File: src/design/mmwd_pkg.sv
// Shared types, constants and tables of the memory map write decoder.
`timescale 1ns / 1ps
`default_nettype none
package mmwd_pkg;

   localparam int unsigned ADDR_W   = 16;
   localparam int unsigned DATA_W   = 8;
   localparam int unsigned OP_W     = 2;
   localparam int unsigned PERIOD_W = 11;
   localparam int unsigned MAP_DEPTH = 65536;

   localparam int unsigned QUEUE_DEPTH_DEF = 2;

   // Operation codes on the request channel; code 3 is unused.
   typedef enum logic [OP_W-1:0] {
      OP_READ    = 2'd0,
      OP_DECODED = 2'd1,
      OP_RAW     = 2'd2
   } op_type;

   // Special addresses and address windows of the map.
   localparam logic [ADDR_W-1:0] ADDR_DIVIDER  = 16'hFF04;
   localparam logic [ADDR_W-1:0] ADDR_TIMERCTL = 16'hFF07;
   localparam logic [ADDR_W-1:0] ADDR_LINE     = 16'hFF44;
   localparam logic [ADDR_W-1:0] ADDR_DMA      = 16'hFF46;
   localparam logic [ADDR_W-1:0] ROM_END       = 16'h8000;
   localparam logic [ADDR_W-1:0] ECHO_LO       = 16'hE000;
   localparam logic [ADDR_W-1:0] ECHO_LAST     = 16'hFDFF;
   localparam logic [ADDR_W-1:0] ECHO_OFFSET   = 16'h2000;
   localparam logic [ADDR_W-1:0] SPRITE_BASE   = 16'hFE00;
   localparam logic [ADDR_W-1:0] LOCK_LO       = 16'hFEA0;
   localparam logic [ADDR_W-1:0] LOCK_LAST     = 16'hFEFE;
   localparam logic [7:0]        SPRITE_LEN    = 8'hA0;

   localparam logic [PERIOD_W-1:0] PERIOD_RESET = 11'd1024;

   // Power-up contents of the I/O registers.
   localparam int unsigned INIT_COUNT = 32;
   localparam int unsigned INIT_W     = $clog2(INIT_COUNT);

   localparam logic [ADDR_W-1:0] INIT_ADDR [INIT_COUNT] = '{
      16'hFF05, 16'hFF06, 16'hFF07, 16'hFF10, 16'hFF11, 16'hFF12, 16'hFF14, 16'hFF16,
      16'hFF17, 16'hFF19, 16'hFF1A, 16'hFF1B, 16'hFF1C, 16'hFF1E, 16'hFF20, 16'hFF21,
      16'hFF22, 16'hFF23, 16'hFF24, 16'hFF25, 16'hFF26, 16'hFF40, 16'hFF42, 16'hFF43,
      16'hFF44, 16'hFF45, 16'hFF47, 16'hFF48, 16'hFF49, 16'hFF4A, 16'hFF4B, 16'hFFFF
   };

   localparam logic [DATA_W-1:0] INIT_VAL [INIT_COUNT] = '{
      8'h00, 8'h00, 8'h00, 8'h80, 8'hBF, 8'hF3, 8'hBF, 8'h3F,
      8'h00, 8'hBF, 8'h7F, 8'hFF, 8'h9F, 8'hBF, 8'hFF, 8'h00,
      8'h00, 8'hBF, 8'h77, 8'hF3, 8'hF1, 8'h91, 8'h00, 8'h00,
      8'h90, 8'h00, 8'hFC, 8'hFF, 8'hFF, 8'h00, 8'h00, 8'h00
   };

   // What the back end has to do for one item.
   typedef enum logic [2:0] {
      CMD_NOP,
      CMD_READ,
      CMD_STORE,
      CMD_ECHO,
      CMD_TIMER,
      CMD_DMA
   } cmd_kind_type;

   typedef struct packed {
      cmd_kind_type            kind;
      logic [ADDR_W-1:0]       address;
      logic [DATA_W-1:0]       data;
   } cmd_type;

   // Timer tick period selected by the low two bits of the control byte.
   function automatic logic [PERIOD_W-1:0] period_of(input logic [1:0] sel);
      logic [PERIOD_W-1:0] p;
      case (sel)
         2'd0:    p = 11'd1024;
         2'd1:    p = 11'd16;
         2'd2:    p = 11'd64;
         default: p = 11'd256;
      endcase
      return p;
   endfunction

endpackage
`default_nettype wire

File: src/design/mmwd_if.sv
// Valid/ready channel interfaces for requests and responses.
`timescale 1ns / 1ps
`default_nettype none
interface mmwd_req_if;
   import mmwd_pkg::*;

   logic              valid;
   logic              ready;
   logic [OP_W-1:0]   operation;
   logic [ADDR_W-1:0] address;
   logic [DATA_W-1:0] write_data;

   modport source (output valid, output operation, output address, output write_data,
                   input ready);
   modport sink   (input valid, input operation, input address, input write_data,
                   output ready);
endinterface

`default_nettype wire

File: src/design/mmwd_front.sv
// Front end: accepts request items and decodes them into back-end commands.
`timescale 1ns / 1ps
`default_nettype none
module mmwd_front (
   mmwd_req_if.sink          req,
   input  wire logic         queue_full,
   output logic              push,
   output mmwd_pkg::cmd_type cmd
);
   import mmwd_pkg::*;

   assign req.ready = !queue_full;
   assign push      = req.valid && !queue_full;

   always_comb begin
      cmd.kind    = CMD_NOP;
      cmd.address = req.address;
      cmd.data    = req.write_data;
      case (req.operation)
         OP_READ: begin
            cmd.kind = CMD_READ;
         end
         OP_RAW: begin
            cmd.kind = CMD_STORE;
         end
         OP_DECODED: begin
            if (req.address == ADDR_LINE || req.address == ADDR_DIVIDER) begin
               cmd.kind = CMD_STORE;
               cmd.data = '0;
            end else if (req.address == ADDR_DMA) begin
               cmd.kind = CMD_DMA;
            end else if (req.address == ADDR_TIMERCTL) begin
               cmd.kind = CMD_TIMER;
            end else if (req.address < ROM_END) begin
               cmd.kind = CMD_NOP;
            end else if (req.address inside {[ECHO_LO:ECHO_LAST]}) begin
               cmd.kind = CMD_ECHO;
            end else if (req.address inside {[LOCK_LO:LOCK_LAST]}) begin
               cmd.kind = CMD_NOP;
            end else begin
               cmd.kind = CMD_STORE;
            end
         end
         default: begin
            cmd.kind = CMD_NOP;
         end
      endcase
   end

endmodule
`default_nettype wire

File: src/flat_wrapper.sv
// flat-port wrapper written by rule: the top's interface ports become plain ports
module mmwd_front_flat import mmwd_pkg::*;
  (queue_full, push, cmd, req_valid, req_operation, req_address, req_write_data, req_ready);
  mmwd_req_if req_i ();
  input  wire logic queue_full;
  output logic push;
  output mmwd_pkg::cmd_type cmd;
  input wire logic [$bits(req_i.valid)-1:0] req_valid;
  input wire logic [$bits(req_i.operation)-1:0] req_operation;
  input wire logic [$bits(req_i.address)-1:0] req_address;
  input wire logic [$bits(req_i.write_data)-1:0] req_write_data;
  output wire logic [$bits(req_i.ready)-1:0] req_ready;
  assign req_i.valid = req_valid;
  assign req_i.operation = req_operation;
  assign req_i.address = req_address;
  assign req_i.write_data = req_write_data;
  assign req_ready = req_i.ready;
  mmwd_front u_core (.req(req_i), .queue_full(queue_full), .push(push), .cmd(cmd));
endmodule
File: config.mk
export PLATFORM = sky130hd
export DESIGN_NAME = mmwd_front_flat
export DESIGN_NICKNAME = d
export VERILOG_FILES = /design/src/design/mmwd_pkg.sv /design/src/design/mmwd_if.sv /design/src/design/mmwd_front.sv /design/src/flat_wrapper.sv
export SDC_FILE = /design/constraint.sdc
export NUM_CORES = 1
export LEC_CHECK = 0
export ABC_AREA = 1
export BUFFER_PORTS_ARGS = -buffer_cell sky130_fd_sc_hd__clkbuf_2
export CAP_MARGIN = 20
export CELL_PAD_IN_SITES_DETAIL_PLACEMENT = 1
export CELL_PAD_IN_SITES_GLOBAL_PLACEMENT = 1
export CORE_MARGIN = 10
export CORE_UTILIZATION = 16
export DETAILED_ROUTE_END_ITERATION = 8
export PLACE_DENSITY_LB_ADDON = 0.1
export RECOVER_POWER = 100
export REMOVE_ABC_BUFFERS = 1
export SKIP_LAST_GASP = 1
export SYNTH_ARGS = -nofsm -noshare
export SYNTH_HDL_FRONTEND = slang
export SYNTH_SLANG_ARGS = --single-unit
File: constraint.sdc
create_clock -name vclk -period 1
set_input_delay 0.2 -clock vclk [all_inputs]
set_output_delay 0.2 -clock vclk [all_outputs]
set_load 0.05 [all_outputs]
**Word level (Yosys, flattened, before mapping)**

Index checks and enable logic that the tools add are counted.

- Add/subtract/negate cells: 0
- Multipliers: 0
- Divide/modulo/power cells: 0
- Order comparisons: 5
- Equal/unequal tests: 6
- Shift-type cells: 0
- Multiplexer cells: 9
- Bitwise operators: 0
- Reductions and logical operators: 6

Operators with widths:

| operator | number |
|---|---|
| $eq 16x16->1 const B | 4 |
| $ge 16x16->1 const B | 2 |
| $le 16x16->1 const B | 2 |
| $lt 16x16->1 const B | 1 |
| $mux 8 | 2 |
| $mux 3 | 5 |
| $pmux 3 s3 | 1 |
| $logic_and 1x1->1 | 3 |
| $eq 2x1->1 const B | 1 |
| $eq 2x2->1 const B | 1 |
| $logic_not 2->1 | 1 |
| $mux 2 | 1 |
| $logic_not 1->1 | 1 |
| $logic_or 1x1->1 | 1 |

- Bits in registers: 0
- Bits in latches: 0
- Bits in writable memories: 0
- Memory bits (read-only): 0
- Input port bits: 28
- Output and inout bits: 29
- Logic and storage cells: 26
- Memories kept: 0

**Logic depth before layout (Yosys ltp)**

- Depth after elaboration: 9
- Gate-level depth with buffers: 7
- Mapped depth without buffers: 7

**Worst setup path before layout**

OpenSTA, ideal clock, no wires.

- Kind: input-to-output
- From: in req_address[14]
- To: out cmd[24] in the netlist's numbering
- Arrival: 1385 ps
- Data required time: 800 ps
- Setup slack: -585 ps
- Cell stages on the path: 6
- Path buffers: 0
- Cells stage by stage: nand2_1 > nor2_4 > nand3_1 > inv_2 > nand2_1 > a31oi_1

RTL lines:

| what | RTL line | source |
|---|---|---|
| start: declaration | flat_wrapper.sv:10 | `input wire logic [$bits(req_i.address)-1:0] req_address;` |
| end: declaration | flat_wrapper.sv:7 | `output mmwd_pkg::cmd_type cmd;` |

==> impl_metrics.tcl <==
set metrics [dict create \
    cp-end-kind "output pin" \
    hold_class "input port to output pin" \
    p_leak_uw 0.0005561 \
    worstSetupPathType "input port to output pin" \
    antenna_found_initial 0 \
    nNetsFinal 170 \
    grt.overflow.total 0 \
    core_area_sq_mm 0.002500 \
    cp.arrival_ns 1.17 \
    finalCritPeriodShare_pct 136.6 \
    drive_above_1_share_pct 74.29 \
    num_vias 671 \
    rows 18 \
    crit_slowest_cell "nor3b_4" \
    grt_pass1_wl_mm 3.332 \
    outcome "complete, but fails checks" \
    yosysMostFrequentCell "nand2_1" \
    rsz0062_at_grt "yes" \
    cp_common_cell "nand2_2" \
    drt_iter0_markers 3 \
    period_needed_ns 1.366 \
    vias_per_cell 3.947 \
    synth_cells 87 \
    top_usage_layer "met2" \
    final_antenna_net_count 0 \
    path_delay_family "simple AND/OR/NAND/NOR gates" \
    wl_per_cell_um 12.94 \
    area_growth_syn_to_layout_pct 148.7 \
    io_pins 57 \
    multi_input_area_sq_um 367.9 \
    avgSynthCellArea_sq_um 4.875 \
    setup-tns-final_ns -3.856 \
    met1_usage_pct 6.439 \
    max_cap_violations 0 \
    instances_no_fill 170 \
    netlist_area_sq_um 424.2 \
    placedCellCount 166 \
    setup-violations-final 11 \
    fp.dieW_um 71.49 \
    worstPathCellList "buf_8, nor2_4, nand2_2, nor3b_4, nand3_4, nand2_2, inv_1, clkbuf_8" \
    wl_mm 2.199 \
    synth_seq_area_share_pct 0 \
    grt_max_degree 9 \
    grt.total_usage_pct 7.474 \
    initial_core_util_pct 16.97 \
    regArea_sq_um 0 \
    clock_buffers 0 \
    power_density_mw_per_mm2 551.3 \
    finalMaxSlewViolations 0 \
    drtPass1Iterations 2 \
    timing.hold.ws_ns 0.7029 \
    finalHoldViolations 0 \
    die-area_sq_mm 0.005110 \
    critPathLaunchType "input port" \
    finalPower_uw 581.5 \
    cts_hold_buf 0 \
    netlist_top_cells_count "nand2_1 (28), buf_4 (16), inv_1 (14), nor2_1 (14)" \
    ir_drop_uv 307.9 \
    hp-start "req_write_data[0]" \
    io_buffer_count 57 \
    synth_largest_area_cell "buf_4" \
    utilization_pct 42.19 \
    grtUsageMet3_pct 3.444 \
    ys.warnings.count 0 \
    worstSetupStartpoint "req_address[5]" \
    ys_top_cells_by_area "buf_4 (28%), nand2_1 (25%), inv_1 (12%)" \
    crit_buf_inv 3 \
    violations "negative setup slack" \
    fill_cells 350 \
    use_met2_pct 15.78 \
    crit_path_max_incr_delay_ns 0.22 \
    dp_hpwl_mm 1.792 \
    antenna_cells 0 \
    synth_top_area_share_pct 28.32 \
    seq_cells 0 \
    critPathMaxFanout 8 \
    worst_slew_pin_slew_ns 0.2865 \
    crit_required_ns 0.80 \
    routabilityCongestion 0.6715 \
    drc 0 \
    max-slew-margin-rel_pct 80.83 \
    setup_ws_ns -0.3659 \
    yosys.cell_types.count 14 \
    die_h_um 71.49 \
    grt_pass1_vias 743 \
    timing.fmax_mhz 732.1 \
]
[layout make-up]
| type | instances | area share, % |
|---|---|---|
| Timing Repair Buffer | 69 | 55.28 |
| Multi-Input combinational cell | 54 | 34.88 |
| Inverter | 17 | 6.287 |
| Tap cell | 30 | 3.559 |
[power breakdown]
part / leakage, uW / internal (uW) / switching [uW]
Clock: 0 / 0 / 0
Combinational: 0.000556 / 220 / 361
Sequential: 0 / 0 / 0
[path summary, 6_finish.rpt]
kind | end | cells after the start
setup / recovery | cmd[7] | 8
hold / removal | cmd[0] | 4
[stage by stage]
stage	worst slack [ns]	area, sq um
floorplan	-0.5850	304.0
global placement	-0.4651	732.0
detailed placement	-0.4815	732.0
CTS	-0.4292	900.9
global route	-0.4295	1055
finish	-0.3659	1055
[metal layers]
layer	vias up	share of wire [%]
met5	-	0
met4	0	0
met3	0	12
met2	31	59
met1	296	29
li1	344	-
[placed cells by master, fill, tap and decap left out]
master / count
nand3_1: 2
nand2_4: 1
o21ai_2: 1
nor2_2: 3
clkbuf_4: 2
nor2_1: 8
clkbuf_1: 3
nor3_1: 1
inv_1: 8
inv_4: 1
buf_8: 7
inv_2: 8
a31oi_4: 1
o21ai_0: 1
buf_6: 11
nand3_4: 2
clkbuf_2: 32
nor3b_4: 1
nand2_1: 13
nor2_4: 6
nand2_2: 14
buf_4: 7
clkbuf_8: 4
buf_12: 3
[logic make-up (layout without fill, tap and decap cells)]
family / after synthesis / in the layout / share of synthesized area [%]
and+or+nand+nor: 51 / 51 / 52.80
buffers and inverters: 33 / 86 / 43.36
AOI/OAI and AO/OA: 3 / 3 / 3.833
[repair_timing]
item                                    4_1_cts  5_1_grt
cloned                                        0        0
pin swaps                                    19       25
resized for setup                            31       52
endpoints found under the setup margin       11       11
setup buffers                                 3        1
Power figures use the tool's default switching activity.
