==> src/design/mmwd_pkg.sv <==
// Shared types, constants and tables of the memory map write decoder.
`timescale 1ns / 1ps
`default_nettype none
package mmwd_pkg;

   localparam int unsigned ADDR_W   = 16;
   localparam int unsigned DATA_W   = 8;
   localparam int unsigned OP_W     = 2;
   localparam int unsigned PERIOD_W = 11;
   localparam int unsigned MAP_DEPTH = 65536;

   localparam int unsigned QUEUE_DEPTH_DEF = 2;

   // Operation codes on the request channel; code 3 is unused.
   typedef enum logic [OP_W-1:0] {
      OP_READ    = 2'd0,
      OP_DECODED = 2'd1,
      OP_RAW     = 2'd2
   } op_type;

   // Special addresses and address windows of the map.
   localparam logic [ADDR_W-1:0] ADDR_DIVIDER  = 16'hFF04;
   localparam logic [ADDR_W-1:0] ADDR_TIMERCTL = 16'hFF07;
   localparam logic [ADDR_W-1:0] ADDR_LINE     = 16'hFF44;
   localparam logic [ADDR_W-1:0] ADDR_DMA      = 16'hFF46;
   localparam logic [ADDR_W-1:0] ROM_END       = 16'h8000;
   localparam logic [ADDR_W-1:0] ECHO_LO       = 16'hE000;
   localparam logic [ADDR_W-1:0] ECHO_LAST     = 16'hFDFF;
   localparam logic [ADDR_W-1:0] ECHO_OFFSET   = 16'h2000;
   localparam logic [ADDR_W-1:0] SPRITE_BASE   = 16'hFE00;
   localparam logic [ADDR_W-1:0] LOCK_LO       = 16'hFEA0;
   localparam logic [ADDR_W-1:0] LOCK_LAST     = 16'hFEFE;
   localparam logic [7:0]        SPRITE_LEN    = 8'hA0;

   localparam logic [PERIOD_W-1:0] PERIOD_RESET = 11'd1024;

   // Power-up contents of the I/O registers.
   localparam int unsigned INIT_COUNT = 32;
   localparam int unsigned INIT_W     = $clog2(INIT_COUNT);

   localparam logic [ADDR_W-1:0] INIT_ADDR [INIT_COUNT] = '{
      16'hFF05, 16'hFF06, 16'hFF07, 16'hFF10, 16'hFF11, 16'hFF12, 16'hFF14, 16'hFF16,
      16'hFF17, 16'hFF19, 16'hFF1A, 16'hFF1B, 16'hFF1C, 16'hFF1E, 16'hFF20, 16'hFF21,
      16'hFF22, 16'hFF23, 16'hFF24, 16'hFF25, 16'hFF26, 16'hFF40, 16'hFF42, 16'hFF43,
      16'hFF44, 16'hFF45, 16'hFF47, 16'hFF48, 16'hFF49, 16'hFF4A, 16'hFF4B, 16'hFFFF
   };

   localparam logic [DATA_W-1:0] INIT_VAL [INIT_COUNT] = '{
      8'h00, 8'h00, 8'h00, 8'h80, 8'hBF, 8'hF3, 8'hBF, 8'h3F,
      8'h00, 8'hBF, 8'h7F, 8'hFF, 8'h9F, 8'hBF, 8'hFF, 8'h00,
      8'h00, 8'hBF, 8'h77, 8'hF3, 8'hF1, 8'h91, 8'h00, 8'h00,
      8'h90, 8'h00, 8'hFC, 8'hFF, 8'hFF, 8'h00, 8'h00, 8'h00
   };

   // What the back end has to do for one item.
   typedef enum logic [2:0] {
      CMD_NOP,
      CMD_READ,
      CMD_STORE,
      CMD_ECHO,
      CMD_TIMER,
      CMD_DMA
   } cmd_kind_type;

   typedef struct packed {
      cmd_kind_type            kind;
      logic [ADDR_W-1:0]       address;
      logic [DATA_W-1:0]       data;
   } cmd_type;

   // Timer tick period selected by the low two bits of the control byte.
   function automatic logic [PERIOD_W-1:0] period_of(input logic [1:0] sel);
      logic [PERIOD_W-1:0] p;
      case (sel)
         2'd0:    p = 11'd1024;
         2'd1:    p = 11'd16;
         2'd2:    p = 11'd64;
         default: p = 11'd256;
      endcase
      return p;
   endfunction

endpackage
`default_nettype wire

==> src/design/mmwd_queue.sv <==
// Command queue between the front end and the back end.
`timescale 1ns / 1ps
`default_nettype none
module mmwd_queue #(
   parameter int unsigned DEPTH = mmwd_pkg::QUEUE_DEPTH_DEF
) (
   input  wire logic              clock,
   input  wire logic              reset,
   input  wire logic              push,
   input  wire mmwd_pkg::cmd_type push_cmd,
   output logic                   full,
   input  wire logic              pop,
   output logic                   head_valid,
   output mmwd_pkg::cmd_type      head_cmd
);
   import mmwd_pkg::*;

   localparam int unsigned PTR_W = (DEPTH > 1) ? $clog2(DEPTH) : 1;
   localparam int unsigned CNT_W = $clog2(DEPTH + 1);
   localparam logic [PTR_W-1:0] LAST_PTR = PTR_W'(DEPTH - 1);

   cmd_type           slot_ff [DEPTH];
   logic [PTR_W-1:0]  wr_ptr_ff, wr_ptr_in;
   logic [PTR_W-1:0]  rd_ptr_ff, rd_ptr_in;
   logic [CNT_W-1:0]  count_ff, count_in;
   logic              do_push, do_pop;

   assign full       = (count_ff == CNT_W'(DEPTH));
   assign head_valid = (count_ff != '0);
   assign head_cmd   = slot_ff[rd_ptr_ff];
   assign do_push    = push && !full;
   assign do_pop     = pop && head_valid;

   always_comb begin
      wr_ptr_in = wr_ptr_ff;
      rd_ptr_in = rd_ptr_ff;
      count_in  = count_ff;
      if (do_push) begin
         wr_ptr_in = (wr_ptr_ff == LAST_PTR) ? '0 : wr_ptr_ff + 1'b1;
      end
      if (do_pop) begin
         rd_ptr_in = (rd_ptr_ff == LAST_PTR) ? '0 : rd_ptr_ff + 1'b1;
      end
      if (do_push && !do_pop) begin
         count_in = count_ff + 1'b1;
      end else if (do_pop && !do_push) begin
         count_in = count_ff - 1'b1;
      end
   end

   always_ff @(posedge clock) begin
      if (reset) begin
         wr_ptr_ff <= '0;
         rd_ptr_ff <= '0;
         count_ff  <= '0;
      end else begin
         wr_ptr_ff <= wr_ptr_in;
         rd_ptr_ff <= rd_ptr_in;
         count_ff  <= count_in;
      end
   end

   always_ff @(posedge clock) begin
      if (do_push) begin
         slot_ff[wr_ptr_ff] <= push_cmd;
      end
   end

endmodule
`default_nettype wire

==> config.mk <==
export PLATFORM = sky130hd
export DESIGN_NAME = mmwd_queue
export DESIGN_NICKNAME = d
export VERILOG_FILES = /design/src/design/mmwd_pkg.sv /design/src/design/mmwd_queue.sv
export SDC_FILE = /design/constraint.sdc
export NUM_CORES = 1
export LEC_CHECK = 0
export BUFFER_PORTS_ARGS = -buffer_cell sky130_fd_sc_hd__buf_4
export CAP_MARGIN = 10
export CELL_PAD_IN_SITES_DETAIL_PLACEMENT = 1
export CELL_PAD_IN_SITES_GLOBAL_PLACEMENT = 2
export CORE_ASPECT_RATIO = 2
export CORE_MARGIN = 4
export CORE_UTILIZATION = 36
export DETAILED_ROUTE_END_ITERATION = 16
export PLACE_DENSITY = 0.82
export SETUP_SLACK_MARGIN = 0.15
export SYNTH_ARGS = -nofsm -noshare
export SYNTH_HDL_FRONTEND = slang
export SYNTH_SLANG_ARGS = --single-unit
==> constraint.sdc <==
create_clock -name clock -period 1.9 [get_ports clock]
set_input_delay 0.19 -clock clock [delete_from_list [all_inputs] [get_ports clock]]
set_output_delay 0.19 -clock clock [all_outputs]
set_load 0.01 [all_outputs]
# [After elaboration in Yosys (flattened, before gate mapping)]
# Memories as Yosys holds them, arrays and structs flattened. A register that Yosys moved wholly into a read port is not among the register bits.
# Index checks and enable logic that the tools add are counted.
[word_totals] register_bits=4 mem_bits_rw=54 input_bits=31 out_inout_bits=29 mem_count=1
[classes] add_sub_neg=4 n_eq_ne=1 mux=8 reduce_logical=9
[memory_table] memory="slot_ff" depth=2 word_bits=27 rd=1 rd_ports_with_merged_regs=1 wr=1 line_no="mmwd_queue.sv:22" rtl="cmd_type slot_ff [DEPTH];"
[op_table] operator="two-way mux 1 bit" n=6
[op_table] operator="logical AND 1 bit" n=4
[op_table] operator="two-way mux 2 bit" n=2
[op_table] operator="nonzero test 2 bit" n=2
[op_table] operator="logical NOT 1 bit" n=3
[op_table] operator="adder 1 bit, second input constant" n=2
[op_table] operator="adder 2 x 1 -> 2 bit, second input constant" n=1
[op_table] operator="equality test 2 bit, second input constant" n=1
[op_table] operator="subtractor 2 x 1 -> 2 bit, second input constant" n=1

# [Longest topological paths before layout]
# Gate-level depths: netlist of the first run.
[logic_depth] ltp_word=7 mapped_depth=6 depth_no_buf=6

# [Worst setup path after synthesis of the first run]
# Ideal clock, no wire load.
[synth_path] path_kind="reg2reg" startpoint="reg count_ff[1]" endpoint="mem slot_ff[0][0] (netlist bit), enable pin" t_arrival_ps=1361 t_required_ps=1518 slack_ps=157 stages_incl_launch_ff=4 period_less_slack_ps=1743 path_cell_list="dfxtp_1 -> nor2b_2 -> or3_1 -> inv_1"
[synth_via] elab_chain_len=5
[synth_rtl] element="start, declared" line_no="mmwd_queue.sv:25" rtl="logic [CNT_W-1:0] count_ff, count_in;"
[synth_rtl] element="start signal, assigned" line_no="mmwd_queue.sv:59" rtl="count_ff <= count_in;"
[synth_rtl] element="equality test 2 bit" line_no="mmwd_queue.sv:28" rtl="assign full = (count_ff == CNT_W'(DEPTH));"
[synth_rtl] element="via full" line_no="mmwd_queue.sv:11" rtl="output logic full,"
[synth_rtl] element="logical NOT 1 bit" line_no="mmwd_queue.sv:31" rtl="assign do_push = push && !full;"
[synth_rtl] element="logical AND 1 bit" line_no="mmwd_queue.sv:31"
[synth_rtl] element="two-way mux 1 bit" line_no="mmwd_queue.sv:64" rtl="if (do_push) begin"
[synth_rtl] element="two-way mux 1 bit (implied by the code)" line_no="mmwd_queue.sv:65" rtl="slot_ff[wr_ptr_ff] <= push_cmd;"
[synth_rtl] element="end, declared" line_no="mmwd_queue.sv:22"
# The timed path passes the listed nets, and every way through them passes these cells.

==> out/qor.yml, run 1 <==
cells_and_area:
  n_antenna_cell: 0
  drive_gt1_frac: 0.560
  fin_area_um2: 3000
  finalNonFillerCells: 245
  final_core_util: 0.520
  area_growth_pct: 38.3
  fin_nets: 212
cts:
  cts_hold_buf: 0
  clkTransAtPathRegs_ps: 50
  clk_latency_ps: 320
  cts_tree: "built"
  numCtsBuffers: 9
  cts_setup_buffers: 0
  htree_levels: 3
  clk_path_buf_depth: 2
  clock_sink_count: 59
  cts_resized: 0
  root_buffer: "clkbuf_16"
setup_path:
  slowest_delay_ps: 380
  crit_required_ps: 1710
  cp_common_cell: "buf_4"
  crit_family: "buffers and inverters"
  cp.arrival_ps: 1470
  worstSetupPathType: "reg -> out"
  end_kind: "output port"
  crit_chain: "buf_4 -> mux2_2 -> buf_4"
  crit_fanout: 20
  path_buf_inv: 2
  cp-start-kind: "flip-flop"
  worst_path_max_delay_cell: "mux2_2"
placement:
  place_area_um2: 2720
  dpl.cell_count: 230
  hpwl_mm: 3.14
  place.gp.congestion: 0.648
  io_buffers: 59
synthesis:
  yosysMostFrequentCell: "edfxtp_1"
  syn_inst: 109
  synth-async-reset-ratio: 0
  syn_area_per_cell_um2: 19.9
  ys_ff_latch: 59
  synth.yosys.seq_area_share: 0.795
  yosys-top-cells-area: "edfxtp_1 (75%), mux2_2 (14%), dfxtp_1 (4.6%)"
  ys_types: 15
  mappedNetlistArea_um2: 2170
  yosysWarnings: 0
  synth_edf_count: 54
  synth_top_area_cell: "edfxtp_1"
  ys.flop_type: "edfxtp_1"
  synthesis.nets: 141
  yosys-top-cells-count: "edfxtp_1 (54), mux2_2 (27), dfxtp_1 (5)"
  synth_top_area_frac: 0.749
pwr:
  power_density_nw_per_um2: 1440
  power_mw: 4.32
  ir_worst_vdd_mv: 0.815
  p_leak_nw: 1.15
job:
  cap_violations: 0
global_routing:
  grt_util_all_layers: 0.133
  grt_pass1_wl_mm: 7.09
  grt_remaining_overflow: 0
  antenna_found_initial: 0
  grt_max_degree: 28
  grt_pass1_vias: 1338
floorplanning:
  initial_utilization: 0.376
  ios: 60
  fp.coreArea_um2: 5760
  num_rows: 39
  die-area_um2: 7400
  die_h_um: 118
  fp.dieW_um: 62.8
timing:
  rsz0062_at_grt: "false"
  period_needed_ps: 1660
  clock.fmax_mhz: 604
  fin_skew_ps: 5.40
  hold_violations: 0
  setup_viol: 0
  fin_tns_setup_ps: 0
  fin_crit_sh: 0.871
  slew_headroom: 0.765
  worst_pin_slew_ps: 348
  slew_viol_final: 0
detailed_routing:
  final_antenna_net_count: 0
  dr.pass1.iters: 4
  drtIter0Drc: 32
  via_per_inst: 4.87
  drt_wl_total_mm: 4.49
  vias: 1193
  drt-wirelength-per-cell_um: 18.3
  drc_errors: 0
outcome:
  status: "finished clean"
hold_path:
  hold_class: "in -> reg"
[report_power, final]
| group | leakage (nW) | internal, mW | switching, mW |
|---|---|---|---|
| Clock | 0.134 | 0.992 | 0.504 |
| Combinational | 0.473 | 0.597 | 0.517 |
| Sequential | 0.546 | 1.64 | 0.0658 |
[state kept, by name, indices dropped and copies added, names as in the netlist, named ones only]
register and flops:
slot_ff 54, count_ff 2, rd_ptr_ff 1, wr_ptr_ff 1
[area by class of cell]
class / count / area (µm²)
tap: 61 / 76.3
fill: 552 / 2760
inverter: 2 / 7.51
sequential: 59 / 1720
multi-input combinational: 45 / 417
timing repair buffer: 63 / 498
clock buffer: 11 / 233
clock inverter: 4 / 42.5
[metal layers]
| layer | part of all wire | up-vias | track usage |
|---|---|---|---|
| met1 | 0.35 | 584 | 0.134 |
| met5 | 0 | - | 0 |
| met4 | 0.024 | 0 | 0.0788 |
| met2 | 0.55 | 43 | 0.224 |
| li1 | - | 558 | - |
| met3 | 0.067 | 8 | 0.0583 |
[per-stage QoR]
step                      hold slack, ps  setup WS (ps)
after floorplan                      259            157
after global routing                37.6            169
after CTS                           32.7            206
after global placement               377            446
final                               50.1            245
after detailed placement             378            318
[cells by family (layout without fill, tap and decap cells)]
kind of cell	Yosys count	in the layout	share of synthesized area
AO/OA/AOI/OAI	5	5	0.0116
buffers and inverters	5	80	0.0127
AND/OR/NAND/NOR	9	9	0.0225
multiplexers	27	27	0.140
XOR/XNOR	3	3	0.0121
adder cells (fa/ha/maj)	1	1	0.00578
flip-flops	59	59	0.795
[placed cells by master, fill, tap and decap left out, types with 2 or more instances in the layout]
master and instances:
nor2_1 4, clkbuf_16 9, edfxtp_1 54, clkinv_1 2, buf_12 2, dfxtp_1 5
clkbuf_1 2, buf_4 61, xor2_1 3, or3_1 2, inv_1 2, o21ai_0 3
mux2_2 27, a21oi_1 2
[worst paths after layout]
kind	start	slack, ps	end	cells past startpoint
worst max register to register	count_ff[0]	330	count_ff[1]	4
worst max-delay path	flip-flop	240	head_cmd[25]	3
worst min register to register	wr_ptr_ff	510	wr_ptr_ff	2
worst min-delay path	push_cmd[19]	50	slot_ff[0][19]	1
Power figures use the tool's default switching activity.
==> inputs of run 2 (changes only) <==
==> constraint.sdc (replaced) <==
create_clock -name clock -period 1.9 [get_ports clock]
set_input_delay 0.285 -clock clock [delete_from_list [all_inputs] [get_ports clock]]
set_output_delay 0.285 -clock clock [all_outputs]
set_load 0.01 [all_outputs]
==> run 2 against run 1 <==
Final cell count increased by 0.41%; via count increased by 0.42%; sequential cell count is the same; total power shrank 2.1%; routed wire length decreased by 6.0%; clock-buffer cell count grew 4; first-iteration DRC count decreased by 16%; largest cell class unchanged.
==> out/qor.yml, run 2 (synthesized netlist as in run 1, its figures left out) <==
outcome:
  status: "finished clean"  # unchanged
timing:
  fin_ws_ps: 234  # was 245 ps
  clock.fmax_mhz: 600  # was 604 MHz
  worst_pin_slew_ps: 416  # was 348 ps
  slew_viol_final: 0  # unchanged
  period_needed_ps: 1670  # was 1660 ps
  fin_skew_ps: 5.39  # was 5.40 ps
  setup_viol: 0  # unchanged
  slew_headroom: 0.719  # was 0.765
  fin_tns_setup_ps: 0  # unchanged
  rsz0062_at_grt: "false"  # unchanged
  fin_crit_sh: 0.877  # was 0.871
  hold_violations: 0  # unchanged
detailed_routing:
  via_per_inst: 4.87  # about the same
  final_antenna_net_count: 0  # unchanged
  drt_wl_total_mm: 4.22  # was 4.49 mm
  vias: 1198  # was 1193
  drtIter0Drc: 27  # was 32
  drc_errors: 0  # unchanged
  dr.pass1.iters: 4  # unchanged
  drt-wirelength-per-cell_um: 17.2  # was 18.3 µm
cells_and_area:
  n_antenna_cell: 0  # unchanged
  drive_gt1_frac: 0.551  # was 0.560
  final_core_util: 0.519  # was 0.520
  fin_nets: 212  # unchanged
  layout_commonest_cell: "buf_4"  # unchanged
  largest_reg_flops: 54  # unchanged
  area_growth_pct: 38.0  # was 38.3%
  reg_top3: "slot_ff (54), count_ff (2)"  # unchanged
  final_cell_mix: "buf_4 (60), edfxtp_1 (54), mux2_2 (27), clkbuf_16 (9)"  # was buf_4 (61), edfxtp_1 (54), mux2_2 (27), clkbuf_16 (9), dfxtp_1 (5)
  top_register: "slot_ff"  # unchanged
floorplanning:
  die_h_um: 118  # unchanged
  fp.coreArea_um2: 5760  # unchanged
  initial_utilization: 0.376  # unchanged
  fp.dieW_um: 62.8  # unchanged
  num_rows: 39  # unchanged
  die-area_um2: 7400  # unchanged
  ios: 60  # unchanged
cts:
  root_buffer: "clkbuf_16"  # unchanged
  cts_tree: "built"  # unchanged
  clock_sink_count: 59  # unchanged
  numCtsBuffers: 9  # unchanged
  cts_setup_buffers: 0  # unchanged
  clk_path_buf_depth: 2  # unchanged
  clk_latency_ps: 320  # about the same
  clkTransAtPathRegs_ps: 50  # about the same
  htree_levels: 3  # unchanged
pwr:
  p_clk_frac: 0.329  # was 0.347
  seq_power_share: 0.404  # was 0.395
  power_density_nw_per_um2: 1410  # was 1440 nW/µm²
  switching_share: 0.253  # was 0.252
  ir_worst_vdd_mv: 0.770  # was 0.815 mV
  p_leak_nw: 1.15  # about the same
  intPower_mw: 3.16  # was 3.23 mW
  p_sw_mw: 1.07  # was 1.09 mW
  power_mw: 4.23  # was 4.32 mW
  pwr-share-comb: 0.266  # was 0.258
global_routing:
  grt_util_all_layers: 0.126  # was 0.133
  grt_max_degree: 28  # unchanged
  grt_pass1_vias: 1371  # was 1338
  antenna_found_initial: 0  # unchanged
  grt_pass1_wl_mm: 6.82  # was 7.09 mm
  grt_remaining_overflow: 0  # unchanged
setup_path:
  rr_worst_depth: 4  # unchanged
  worstSetupPathType: "reg -> out"  # unchanged
  end_kind: "output port"  # unchanged
  cp.arrival_ps: 1380  # was 1470 ps
  cp-endpoint: "head_cmd[15]"  # was head_cmd[25]
  crit_required_ps: 1620  # was 1710 ps
  timing.rr.end: "count_ff[1]"  # unchanged
  cp-start-kind: "flip-flop"  # unchanged
  crit_fanout: 20  # unchanged
  rrSetupSlack_ps: 260  # was 330 ps
  rr_startpoint: "count_ff[0]"  # unchanged
placement:
  io_buffers: 59  # unchanged
  place.gp.congestion: 0.634  # was 0.648
  place_ws_ps: 263  # was 318 ps
  hpwl_mm: 3.02  # was 3.14 mm
hold_path:
  hold_class: "in -> reg"  # unchanged
job:
  cap_violations: 0  # unchanged
## run 2: stage by stage
stage / hold WS [ps] / std cells / area (µm²)
floorplan: 354 / 109 / 2170
global placement: 472 / 230 / 2720
detailed placement: 473 / 230 / 2720
CTS: 134 / 246 / 2990
global route: 133 / 246 / 2990
finish: 148 / 246 / 2990
## run 2: worst min path at each step
stage / cells past startpoint / endpoint / slack (ps) / startpoint
after floorplan: 1 / count_ff[1] / 350 / reset
after global placement: 1 / slot_ff[1][21] / 470 / push_cmd[21]
after detailed placement: 1 / slot_ff[0][24] / 470 / push_cmd[24]
after CTS: 1 / slot_ff[1][24] / 130 / push_cmd[24]
after global routing: 1 / slot_ff[1][6] / 130 / push_cmd[6]
final: 1 / slot_ff[0][23] / 150 / push_cmd[23]
## run 2: final cells by class
cell class	instances	area, µm²
Clock buffer	15	258
Clock inverter	1	3.75
Fill cell	556	2770
Inverter	2	7.51
Multi-Input combinational cell	45	417
Sequential cell	59	1720
Tap cell	61	76.3
Timing Repair Buffer	63	505
## run 2: layer usage
layer | vias to the layer above | global-route usage | share of wire
met5 | - | 0 | 0
met4 | 0 | 0.0664 | 0.023
met3 | 10 | 0.0640 | 0.075
met2 | 43 | 0.221 | 0.56
met1 | 584 | 0.117 | 0.34
li1 | 561 | - | -
## run 2: critical path: stages (launching register included)
cell and delay [ps]:
dfxtp_1 350, buf_8 200, mux2_2 360, buf_4 140
## run 2: timing repair
| action | 4_1_cts | 5_1_grt |
|---|---|---|
| hold buffers | 0 | 0 |
| endpoints found under the hold margin | 0 | 0 |
| pin swaps | 0 | 0 |
| resized for setup | 1 | 1 |
| setup endpoints to repair | 20 | 1 |
## run 2: power groups by stage
stage / clock (mW) / sequential, mW / combinational [mW]
6_report: 1.39 / 1.71 / 1.12
5_1_grt: 1.51 / 1.73 / 1.22
4_1_cts: 1.44 / 1.71 / 1.16
3_5_place_dp: 0 / 1.73 / 1.15
3_3_place_gp: 0 / 1.71 / 1.10
2_1_floorplan: 0 / 1.71 / 0.620
